$ cat src/rtl/skl_pkg.sv
// Package for the streaming keyword lexer: token kinds, scan modes, the
// keyword table and the byte class helpers. No dependencies.
`default_nettype none

package skl_pkg;

  localparam int LENGTH_BITS = 16;
  localparam int KW_COUNT    = 13;
  localparam int QUEUE_DEPTH = 4;
  localparam int QPTR_BITS   = $clog2(QUEUE_DEPTH);
  localparam int QCNT_BITS   = $clog2(QUEUE_DEPTH + 1);

  typedef enum logic [2:0] {
    MODE_IDLE   = 3'd0,
    MODE_IDENT  = 3'd1,
    MODE_NUMBER = 3'd2,
    MODE_STRING = 3'd3,
    MODE_DONE   = 3'd4
  } mode_t;

  typedef enum logic [2:0] {
    KIND_KEYWORD = 3'd0,
    KIND_IDENT   = 3'd1,
    KIND_NUMBER  = 3'd2,
    KIND_STRING  = 3'd3,
    KIND_SYMBOL  = 3'd4,
    KIND_END     = 3'd5
  } kind_t;

  typedef struct packed {
    kind_t       kind;
    logic [15:0] length;
    logic [3:0]  kw_num;
    logic [7:0]  sym;
    logic        last;
  } tok_t;

  localparam logic [7:0] CH_QUOTE = 8'h22;
  localparam logic [7:0] CH_UNDER = 8'h5F;
  localparam logic [7:0] CH_NUL   = 8'h00;

  // Entry 0 is the ten-character word, given as ASCII bytes.
  localparam logic [79:0] KW_TEXT [KW_COUNT] = '{
    80'h5359535F434F4E464947, "CLASS", "INIT", "FUNCTION", "MAIN", "PRINT", "FOR",
    "IN", "TO", "RETURN", "IF", "THEN", "BREAK"
  };
  localparam int KW_LEN [KW_COUNT] = '{10, 5, 4, 8, 4, 5, 3, 2, 2, 6, 2, 4, 5};

  function automatic logic is_space(input logic [7:0] b);
    return (b == 8'h20) || (b >= 8'h09 && b <= 8'h0D);
  endfunction

  function automatic logic is_digit(input logic [7:0] b);
    return b >= 8'h30 && b <= 8'h39;
  endfunction

  function automatic logic is_alpha(input logic [7:0] b);
    return (b >= 8'h41 && b <= 8'h5A) || (b >= 8'h61 && b <= 8'h7A);
  endfunction

  function automatic logic is_word(input logic [7:0] b);
    return is_alpha(b) || is_digit(b) || (b == CH_UNDER);
  endfunction

  function automatic logic is_punct(input logic [7:0] b);
    return (b >= 8'h21) && (b <= 8'h7E) && !is_alpha(b) && !is_digit(b);
  endfunction

  // Character i of keyword k, counted from its first letter.
  function automatic logic [7:0] kw_char(input int k, input logic [3:0] i);
    logic [79:0] t;
    int          sh;
    sh = 8 * (KW_LEN[k] - 1 - int'(i));
    if (sh < 0) sh = 0;
    t = KW_TEXT[k] >> sh;
    return t[7:0];
  endfunction

  // Drop every candidate that does not have byte b at position p.
  function automatic logic [KW_COUNT-1:0] kw_step(input logic [KW_COUNT-1:0] cand,
                                                  input logic [LENGTH_BITS-1:0] p,
                                                  input logic [7:0] b);
    logic [KW_COUNT-1:0] res;
    res = cand;
    for (int k = 0; k < KW_COUNT; k++) begin
      if (!(33'(p) < 33'(KW_LEN[k])) || kw_char(k, p[3:0]) != b) res[k] = 1'b0;
    end
    return res;
  endfunction

  function automatic logic [15:0] tok_len(input logic [LENGTH_BITS-1:0] r);
    logic [32:0] w;
    w = 33'(r);
    if (w > 33'h0FFFF) return 16'hFFFF;
    return w[15:0];
  endfunction

  function automatic logic [LENGTH_BITS-1:0] grow(input logic [LENGTH_BITS-1:0] r);
    if (&r) return r;
    return r + LENGTH_BITS'(1);
  endfunction

endpackage

`default_nettype wire

$ cat src/rtl/streaming_keyword_lexer_top.sv
// Streaming keyword lexer: byte-in, token-record-out tokenizer with a
// 13-entry keyword table. Depends on skl_pkg.
//
// Usage:
//   Input channel in_*: one source byte per beat on in_tdata; in_tlast set
//   marks end of input (the byte is then ignored), flushes any pending token,
//   emits the end token unless one was already emitted, and rearms the lexer.
//   Output channel out_*: one token record per beat, token kind on out_tuser;
//   out_tlast marks the last record caused by one input beat (a beat causes
//   zero, one or two records).
//   With the queue empty, a record is presented on out_* in the cycle
//   after the input beat that completes it. One input beat is taken per
//   cycle while in_tready is high; the classifier and keyword match vector
//   are registered from each accepted byte. Beats that each cause two records
//   outrun the one record per cycle output and back up through the queue.
//   Records go through a 4-entry output queue; in_tready is high while at
//   least two entries are free, so a stalled receiver backs up into the
//   input after the queue fills, and nothing is lost.
//   Reset (rst_n low, synchronous): queue empty, lexer idle between tokens,
//   all keywords candidates, length zero.
`default_nettype none

module streaming_keyword_lexer_top
  import skl_pkg::*;
(
  input  wire logic        clk,
  input  wire logic        rst_n,
  input  wire logic        in_tvalid,
  output logic             in_tready,
  input  wire logic [7:0]  in_tdata,   // [7:0] byte_value
  input  wire logic        in_tlast,   // end_of_input
  output logic             out_tvalid,
  input  wire logic        out_tready,
  output logic [31:0]      out_tdata,  // [15:0] token_length, [19:16] keyword_number,
                                       // [27:20] symbol_byte
  output logic [2:0]       out_tuser,  // [2:0] token_kind
  output logic             out_tlast   // last_of_run
);

  mode_t                  mode_r, mode_nxt;
  logic [LENGTH_BITS-1:0] run_r, run_nxt;
  logic [KW_COUNT-1:0]    cand_r, cand_nxt;

  tok_t                   q_r [QUEUE_DEPTH];
  logic [QPTR_BITS-1:0]   wr_ptr_r, rd_ptr_r;
  logic [QCNT_BITS-1:0]   count_r, count_nxt;

  logic                   in_acc, out_acc;
  logic                   flush_v, second_v;
  tok_t                   flush_tok, second_tok, first_tok, last_tok;
  logic [1:0]             n_res;
  logic [3:0]             kw_hit;
  logic                   kw_found;
  logic [7:0]             b;

  assign in_tready = count_r < QCNT_BITS'(QUEUE_DEPTH - 1);
  assign in_acc    = in_tvalid && in_tready;
  assign out_tvalid = count_r != '0;
  assign out_acc   = out_tvalid && out_tready;
  assign b         = in_tdata;

  // Token completed by the current mode, if any
  always_comb begin
    kw_hit   = '0;
    kw_found = 1'b0;
    for (int k = KW_COUNT - 1; k >= 0; k--) begin
      if (cand_r[k] && 33'(run_r) == 33'(KW_LEN[k])) begin
        kw_hit   = 4'(k);
        kw_found = 1'b1;
      end
    end
    flush_tok        = '0;
    flush_tok.length = tok_len(run_r);
    unique case (mode_r)
      MODE_IDENT:  flush_tok.kind = kw_found ? KIND_KEYWORD : KIND_IDENT;
      MODE_NUMBER: flush_tok.kind = KIND_NUMBER;
      MODE_STRING: flush_tok.kind = KIND_STRING;
      default:     flush_tok.kind = KIND_END;
    endcase
    if (mode_r == MODE_IDENT && kw_found) flush_tok.kw_num = kw_hit;
  end

  // Next state and the records this beat produces
  always_comb begin
    mode_nxt   = mode_r;
    run_nxt    = run_r;
    cand_nxt   = cand_r;
    flush_v    = 1'b0;
    second_v   = 1'b0;
    second_tok = '0;
    second_tok.kind = KIND_END;
    if (in_tlast) begin
      flush_v  = mode_r == MODE_IDENT || mode_r == MODE_NUMBER || mode_r == MODE_STRING;
      second_v = mode_r != MODE_DONE;
      mode_nxt = MODE_IDLE;
      run_nxt  = '0;
      cand_nxt = '1;
    end else if (mode_r == MODE_DONE) begin
      mode_nxt = MODE_DONE;
    end else if (mode_r == MODE_STRING) begin
      if (b == CH_QUOTE || b == CH_NUL) begin
        flush_v  = 1'b1;
        mode_nxt = MODE_IDLE;
        run_nxt  = '0;
        cand_nxt = '1;
      end else begin
        run_nxt = grow(run_r);
      end
    end else if (mode_r == MODE_IDENT && is_word(b)) begin
      cand_nxt = kw_step(cand_r, run_r, b);
      run_nxt  = grow(run_r);
    end else if (mode_r == MODE_NUMBER && is_digit(b)) begin
      run_nxt = grow(run_r);
    end else begin
      flush_v  = mode_r == MODE_IDENT || mode_r == MODE_NUMBER;
      mode_nxt = MODE_IDLE;
      run_nxt  = '0;
      cand_nxt = '1;
      priority if (is_space(b)) begin
        mode_nxt = MODE_IDLE;
      end else if (is_alpha(b) || b == CH_UNDER) begin
        mode_nxt = MODE_IDENT;
        cand_nxt = kw_step('1, '0, b);
        run_nxt  = LENGTH_BITS'(1);
      end else if (is_digit(b)) begin
        mode_nxt = MODE_NUMBER;
        run_nxt  = LENGTH_BITS'(1);
      end else if (b == CH_QUOTE) begin
        mode_nxt = MODE_STRING;
      end else if (is_punct(b)) begin
        second_v          = 1'b1;
        second_tok.kind   = KIND_SYMBOL;
        second_tok.length = 16'd1;
        second_tok.sym    = b;
      end else begin
        second_v = 1'b1;
        mode_nxt = MODE_DONE;
      end
    end
  end

  always_comb begin
    n_res     = {1'b0, flush_v} + {1'b0, second_v};
    first_tok = flush_v ? flush_tok : second_tok;
    first_tok.last = n_res == 2'd1;
    last_tok  = second_tok;
    last_tok.last = 1'b1;
    count_nxt = count_r;
    if (in_acc) count_nxt = count_nxt + QCNT_BITS'(n_res);
    if (out_acc) count_nxt = count_nxt - QCNT_BITS'(1);
  end

  always_ff @(posedge clk) begin
    if (!rst_n) begin
      mode_r   <= MODE_IDLE;
      run_r    <= '0;
      cand_r   <= '1;
      wr_ptr_r <= '0;
      rd_ptr_r <= '0;
      count_r  <= '0;
    end else begin
      count_r <= count_nxt;
      if (out_acc) rd_ptr_r <= rd_ptr_r + QPTR_BITS'(1);
      if (in_acc) begin
        mode_r   <= mode_nxt;
        run_r    <= run_nxt;
        cand_r   <= cand_nxt;
        wr_ptr_r <= wr_ptr_r + QPTR_BITS'(n_res);
      end
    end
  end

  always_ff @(posedge clk) begin
    if (in_acc && n_res != 2'd0) q_r[wr_ptr_r] <= first_tok;
    if (in_acc && n_res == 2'd2) q_r[wr_ptr_r + QPTR_BITS'(1)] <= last_tok;
  end

  assign out_tdata = {4'b0, q_r[rd_ptr_r].sym, q_r[rd_ptr_r].kw_num,
                      q_r[rd_ptr_r].length};
  assign out_tuser = q_r[rd_ptr_r].kind;
  assign out_tlast = q_r[rd_ptr_r].last;

  a_count_bound: assert property (@(posedge clk) disable iff (!rst_n)
    count_r <= QCNT_BITS'(QUEUE_DEPTH))
    else $error("output queue overflow");

  a_no_accept_full: assert property (@(posedge clk) disable iff (!rst_n)
    (count_r >= QCNT_BITS'(QUEUE_DEPTH - 1)) |-> !in_tready)
    else $error("input ready with too little queue room");

  a_done_silent: assert property (@(posedge clk) disable iff (!rst_n)
    (in_acc && mode_r == MODE_DONE && !in_tlast) |=> (count_r <= $past(count_r)))
    else $error("record produced after end token");

  a_kw_only_keyword: assert property (@(posedge clk) disable iff (!rst_n)
    (out_tvalid && out_tuser != KIND_KEYWORD) |-> (out_tdata[19:16] == 4'd0))
    else $error("keyword number on a non-keyword record");

endmodule

`default_nettype wire

$ cat config.mk
export PLATFORM = sky130hd
export DESIGN_NAME = streaming_keyword_lexer_top
export DESIGN_NICKNAME = d
export VERILOG_FILES = /design/src/rtl/skl_pkg.sv /design/src/rtl/streaming_keyword_lexer_top.sv
export SDC_FILE = /design/constraint.sdc
export NUM_CORES = 1
export LEC_CHECK = 0
export CORE_MARGIN = 5
export CORE_UTILIZATION = 50
export DETAILED_ROUTE_END_ITERATION = 10
export DONT_BUFFER_PORTS = 1
export PLACE_DENSITY_LB_ADDON = 0.25
export RECOVER_POWER = 50
export SLEW_MARGIN = 40
export SYNTH_ARGS = -nofsm -noshare
export SYNTH_HDL_FRONTEND = slang
export SYNTH_SLANG_ARGS = --single-unit
$ cat constraint.sdc
create_clock -name clk -period 3.65 [get_ports clk]
set_input_delay 0.73 -clock clk [delete_from_list [all_inputs] [get_ports clk]]
set_output_delay 0.73 -clock clk [all_outputs]
set_load 0.01 [all_outputs]
==> run metrics, run 1 <==
Crit path max-delay family compound AO/OA/AOI/OAI gates; Peak Freq 0.291 GHz; Synth Register Bits 169; Max Cap Viol 0; Hold EP cand_r[11]; Post-synth EDFFs 40; number of diodes 0; DRT Pass-1 Iters 5; post-synthesis sequential area ratio 37.8%; dominant synthesized flop cell dfxtp_1; Hold Crit Class in2reg; global-route wire length before repair 43.0 mm; Placed Instances 1,309; Area Overhead vs Synth 9.89%; DIE AREA 0.0229 sq mm; hold path start rst_n; Core Area 0.0196 sq mm; syn_area_per_cell 9.33 sq um; CTS Buffer Depth 2; CP required 3.84 ns; flop2flop setup slack 0.33 ns; # IOs 51; Starting Density 51.1%; postcts setup bufs 0; nets 1,103; critical path's slowest cell a21oi_1; Worst-Margin Slew 0.906 ns; drc violations 0; Finish-stage setup viols 0; initial antenna violation count 0; most common cell in the netlist dfxtp_1; Post-synth ARST share 0%; Root Driver clkbuf_16; dpl ws -0.120 ns; crit path from in_tdata[3]; routed length per instance 20.3 um; die height 151 um; Post-DP Area 0.0105 sq mm; endpoint class of the critical path flop; Mapped Area 0.0100 sq mm; WS Path Type in2reg; Largest stage delay, worst path 0.55 ns; leakage 4.09 nW; Synth Instances 1,073; post-layout util 56.1%; RD Place Congestion 0.911; Buf/Inv on CP 5; DPL Wire Length 18.8 mm; clk sinks 169; synth cell count leaders dfxtp_1, nand2_1, nor2_1; clk_skew 0.00761 ns; TritonCTS clock tree done; final period utilization 94.0%; relative slew slack 39.6%; biggest area consumer among synthesized cells dfxtp_1; antenna viol nets, final 0; layout cells sized above 1 14.1%; vias in the first global route 7,809; critical-path cell list or4_4, a21oi_2, clkbuf_4, o21ai_0, a21o_4, nor3_4, buf_4, bufinv_8, clkbuf_4, a21oi_1, clkbuf_1, nor2_1; Reg2Reg Depth 12; type of origin of the critical path input pin; Total GRT Usage 23.9%; largest net degree at the start of global routing 37; Synth area leaders dfxtp_1, edfxtp_1, mux4_2, a22o_1, nand2_1; Remaining Overflow, GRT 0; CTS Buf Count 17; die width 151 um; final setup margin 0.218 ns; Layout Cells excl Fill 1,341; CTS clock-pin slew for the worst setup and hold paths 0.07 ns; Row Count 51; crit path max fanout 33; filler cell count 1,806; RSZ-0062 raised after global routing no; via count 8,416; number of port buffers 0; worst r2r src mode_r[0]; Worst R2R End q_r[2][2]; vias per inst 6.28; Finished Cell Area 0.0110 sq mm; worst hold slack 0.395 ns; hold path cells 1; max-slew violation count 0; hold_buf cts 0; clk_lat worst skew 0.43 ns; Synth top area share 25.8%; # H-tree levels 4; Yosys warning count 0; Final min period 3.43 ns; Iter 0 DRT Violations 661; status completed; Routed WL 27.2 mm; PwrDens 480 mW/mm^2; Synth cell types 88; VDD IR max 0.000293 V; Most common cell on crit path clkbuf_4; number of gates resized after cts 0; worst path arrival time 3.62 ns; Final Hold Viols 0
[layout by cell type, fill, tap and decap left out, types with 6 or more instances in the layout]
cell	Yosys	final
dfxtp_1	129	128
nand2_1	99	99
nor2_1	94	93
a22o_1	64	64
o21ai_0	42	47
nand3_1	42	41
edfxtp_1	40	40
a21oi_1	37	39
buf_4	4	34
mux4_2	32	32
nor3_1	30	29
xnor2_1	28	28
ha_1	26	23
inv_1	22	19
xor2_1	19	19
clkbuf_16	0	17
nand4_1	14	14
o22ai_1	13	13
mux2i_1	13	13
nor4_1	13	13
a31oi_1	12	12
o211ai_1	11	11
o21ai_1	16	11
clkbuf_1	54	11
nand2b_1	10	10
nor2b_1	10	10
and3_1	9	9
nand3b_1	8	8
or3_1	8	8
conb_1	1	8
nor3b_1	6	6
nand2_4	6	6
a211oi_1	6	6
o31ai_1	6	6
a221oi_1	6	6
[logic make-up after synthesis]
kind of cell,after synthesis,synth area share [%]
AO/OA/AOI/OAI,276,20.2
XOR/XNOR,47,4.11
adder cells (fa/ha/maj),27,3.45
buffers and inverters,117,5.19
flip-flops,169,37.8
multiplexers,46,8.61
other,1,0.0375
AND/OR/NAND/NOR,390,20.6
[sequential cells by signal, summed over array words and instances (netlist names), named ones only]
register / cells
cand_r: 13
mode_r: 3
q_r: 128
rd_ptr_r: 2
count_r: 3
wr_ptr_r: 2
run_r: 16
[cell type report]
| cell class | instances | area, sq um | area share (%) |
|---|---|---|---|
| multi-input combinational | 794 | 5760 | 52.4 |
| sequential | 169 | 3780 | 34.4 |
| clock buffer | 18 | 429 | 3.90 |
| timing repair buffer | 55 | 415 | 3.78 |
| tap | 265 | 332 | 3.02 |
| clock inverter | 14 | 158 | 1.43 |
| inverter | 26 | 114 | 1.04 |
[worst reg2reg max path, delay by kind of cell (launching register included)]
kind | cells | cell delay, ns
AO/OA/AOI/OAI | 3 | 0.82
adder cells (fa/ha/maj) | 1 | 0.32
buffers and inverters | 2 | 0.44
flip-flops | 1 | 0.51
AND/OR/NAND/NOR | 6 | 1.01
[stage by stage]
stage | TNS [ns] | total power, mW
global route | 0 | 5.53
CTS | 0 | 5.37
detailed placement | -0.223 | 3.60
global placement | -0.153 | 3.59
finish | 0 | 5.28
floorplan | -0.0610 | 3.26
[worst max-delay path by stage]
| stage | end | slack [ns] | depth (start not counted) |
|---|---|---|---|
| after CTS | count_r[2] | 0.32 | 14 |
| after global routing | count_r[2] | 0.08 | 14 |
| after floorplan | count_r[1] | -0.04 | 14 |
| after detailed placement | count_r[2] | -0.12 | 14 |
| after global placement | count_r[2] | -0.10 | 14 |
| final | q_r[2][2] | 0.22 | 12 |
[power by group]
group | internal, mW | total, mW | switching [mW] | leakage (nW)
Sequential | 2.09 | 2.27 | 0.181 | 1.41
Clock | 0.918 | 1.79 | 0.868 | 0.284
Combinational | 0.504 | 1.23 | 0.723 | 2.40
[layer usage]
layer  vias to the layer above  GRT usage, %  wire length, um
li1                       3983             -                -
met1                      4065          34.4            12300
met2                       334          37.0            12600
met3                        34          4.31             1900
met4                         0          7.16              406
met5                         -             0                0
Note: power is estimated with default switching activity, not from simulation.
==> inputs of run 2 (changes only) <==
--- a/config.mk
+++ b/config.mk
@@ -7,9 +7,10 @@
 export LEC_CHECK = 0
 export CORE_MARGIN = 5
 export CORE_UTILIZATION = 50
+export CTS_CLUSTER_SIZE = 30
 export DETAILED_ROUTE_END_ITERATION = 10
 export DONT_BUFFER_PORTS = 1
-export PLACE_DENSITY_LB_ADDON = 0.25
+export PLACE_DENSITY = 0.68
 export RECOVER_POWER = 50
 export SLEW_MARGIN = 40
 export SYNTH_ARGS = -nofsm -noshare
==> run 2 against run 1 <==
Compared with the run above: combinational power up 4%; non-clock buffer count is 2 higher; hold slack got worse by 0.011 ns; final area about the same; register-to-register slack improved by 0.02 ns; largest cell class unchanged; critical path depth unchanged; sequential share of layout area hardly changed; critical endpoint is now q_r[2][1]; clock power down 3%.
==> run metrics, run 2 (synthesis gave the netlist of run 1 again) <==
status completed; Final min period 3.44 ns (+0.0113 ns); TritonCTS clock tree done; Root Driver clkbuf_16; CTS Buffer Depth 2 (unchanged); Worst-Margin Slew 0.781 ns (-0.125 ns); final setup margin 0.207 ns (-0.0113 ns); type of origin of the critical path input pin; Final Hold Viols 0 (unchanged); Iter 0 DRT Violations 755 (+14%); Biggest register q_r; Starting Density 51.1% (unchanged); RD Place Congestion 0.905 (-0.64%); layout cells sized above 1 14.2% (+0.067 points); final period utilization 94.3% (+0.31 points); Hold Crit Class in2reg; CTS Buf Count 17 (unchanged); RSZ-0062 raised after global routing no; DIE AREA 0.0229 sq mm (unchanged); WS Path Type in2reg; hold_buf cts 0 (unchanged); crit path max fanout 33 (unchanged); Peak Freq 0.290 GHz (-0.33%); global-route wire length before repair 43.9 mm (+2.2%); clk_skew 0.0106 ns (+0.00295 ns); antenna viol nets, final 0 (unchanged); worst path arrival time 3.63 ns (about the same); largest net degree at the start of global routing 37 (unchanged); die height 151 um (unchanged); Largest register FFs 128 (unchanged); PwrDens 480 mW/mm^2 (-0.14%); Total GRT Usage 24.4% (+0.47 points); endpoint class of the critical path flop; commonest non-fill, non-tap cells in the layout dfxtp_1, nand2_1, nor2_1, a22o_1, o21ai_0; TNS Setup 0 ns (unchanged); worst hold slack 0.384 ns (-0.0112 ns); post-layout util 56.1% (about the same); DRT Pass-1 Iters 5 (unchanged); Placed Instances 1,311 (+0.15%); Routed WL 27.3 mm (+0.43%); Max Cap Viol 0 (unchanged); nets 1,105 (+0.18%); Core Area 0.0196 sq mm (unchanged); # H-tree levels 4 (unchanged); CTS clock-pin slew for the worst setup and hold paths 0.07 ns (about the same); Finished Cell Area 0.0110 sq mm (about the same); Area Overhead vs Synth 9.83% (about the same); number of gates resized after cts 0 (unchanged); max-slew violation count 0 (unchanged); Largest regs q_r: 128 flops, run_r: 16 flops, cand_r: 13 flops; leakage 4.04 nW (-1.3%); relative slew slack 47.9% (+8.3 points); Row Count 51 (unchanged); drc violations 0 (unchanged); # IOs 51 (unchanged); clk_lat worst skew 0.44 ns (about the same); number of port buffers 0 (unchanged); DPL Wire Length 18.9 mm (+0.25%); Remaining Overflow, GRT 0 (unchanged); VDD IR max 0.000258 V (-12%); routed length per instance 20.3 um (+0.28%); Finish-stage setup viols 0 (unchanged); initial antenna violation count 0 (unchanged); dpl ws -0.101 ns (+0.0195 ns); Pwr Total 5.27 mW (-0.19%); die width 151 um (unchanged); Layout Cells excl Fill 1,343 (+0.15%); vias in the first global route 7,914 (+1.3%); via count 8,379 (-0.44%); CP required 3.84 ns (about the same); vias per inst 6.24 (-0.59%); commonest non-fill, non-tap cell in the layout dfxtp_1; clk sinks 169 (unchanged); postcts setup bufs 0 (unchanged); Post-DP Area 0.0105 sq mm (about the same); number of diodes 0 (unchanged)
## run 2: changes by cell type in the layout (fill, tap and decap cells not counted), sizes merged
cell | before | now
clkbuf | 35 | 36
clkinv | 7 | 8
clkinvlp | 1 | 0
inv | 31 | 32
## run 2: where the power goes
group          switching, mW  leakage, nW  total, mW  internal, mW
logic                  0.759         2.35       1.28         0.524
registers              0.158         1.41       2.24          2.09
clock network          0.834        0.286       1.74         0.911
## run 2: per-layer routing
layer	wire length (um)	track usage, %	up-vias
met5	0	0	-
met3	1970	5.09	41
li1	-	-	3977
met4	461	7.03	0
met1	12200	35.0	4046
met2	12600	37.3	315
## run 2: critical path: stages
cell      delay, ns
or4_4          0.51
a21oi_2        0.17
buf_4          0.13
o21ai_0        0.12
a21o_4         0.25
nor3_4         0.21
clkbuf_1       0.21
bufinv_8       0.22
clkbuf_4       0.25
a21oi_1        0.53
buf_4          0.25
nor2_1         0.04
## run 2: final cells by class
type,count,area [sq um]
Fill cell,1756,8600
Multi-Input combinational cell,794,5780
Sequential cell,169,3780
Clock buffer,17,425
Timing Repair Buffer,57,404
Tap cell,265,332
Clock inverter,15,153
Inverter,26,114
## run 2: final timing paths
check | from | cells after the start | slack (ns) | end
worst max-delay path | in_tdata[3] | 12 | 0.21 | q_r[2][1]
worst max register to register | mode_r[0] | 13 | 0.35 | q_r[2][1]
worst min register to register | q_r[0][9] | 2 | 0.45 | q_r[0][9]
worst min-delay path | rst_n | 1 | 0.38 | cand_r[11]
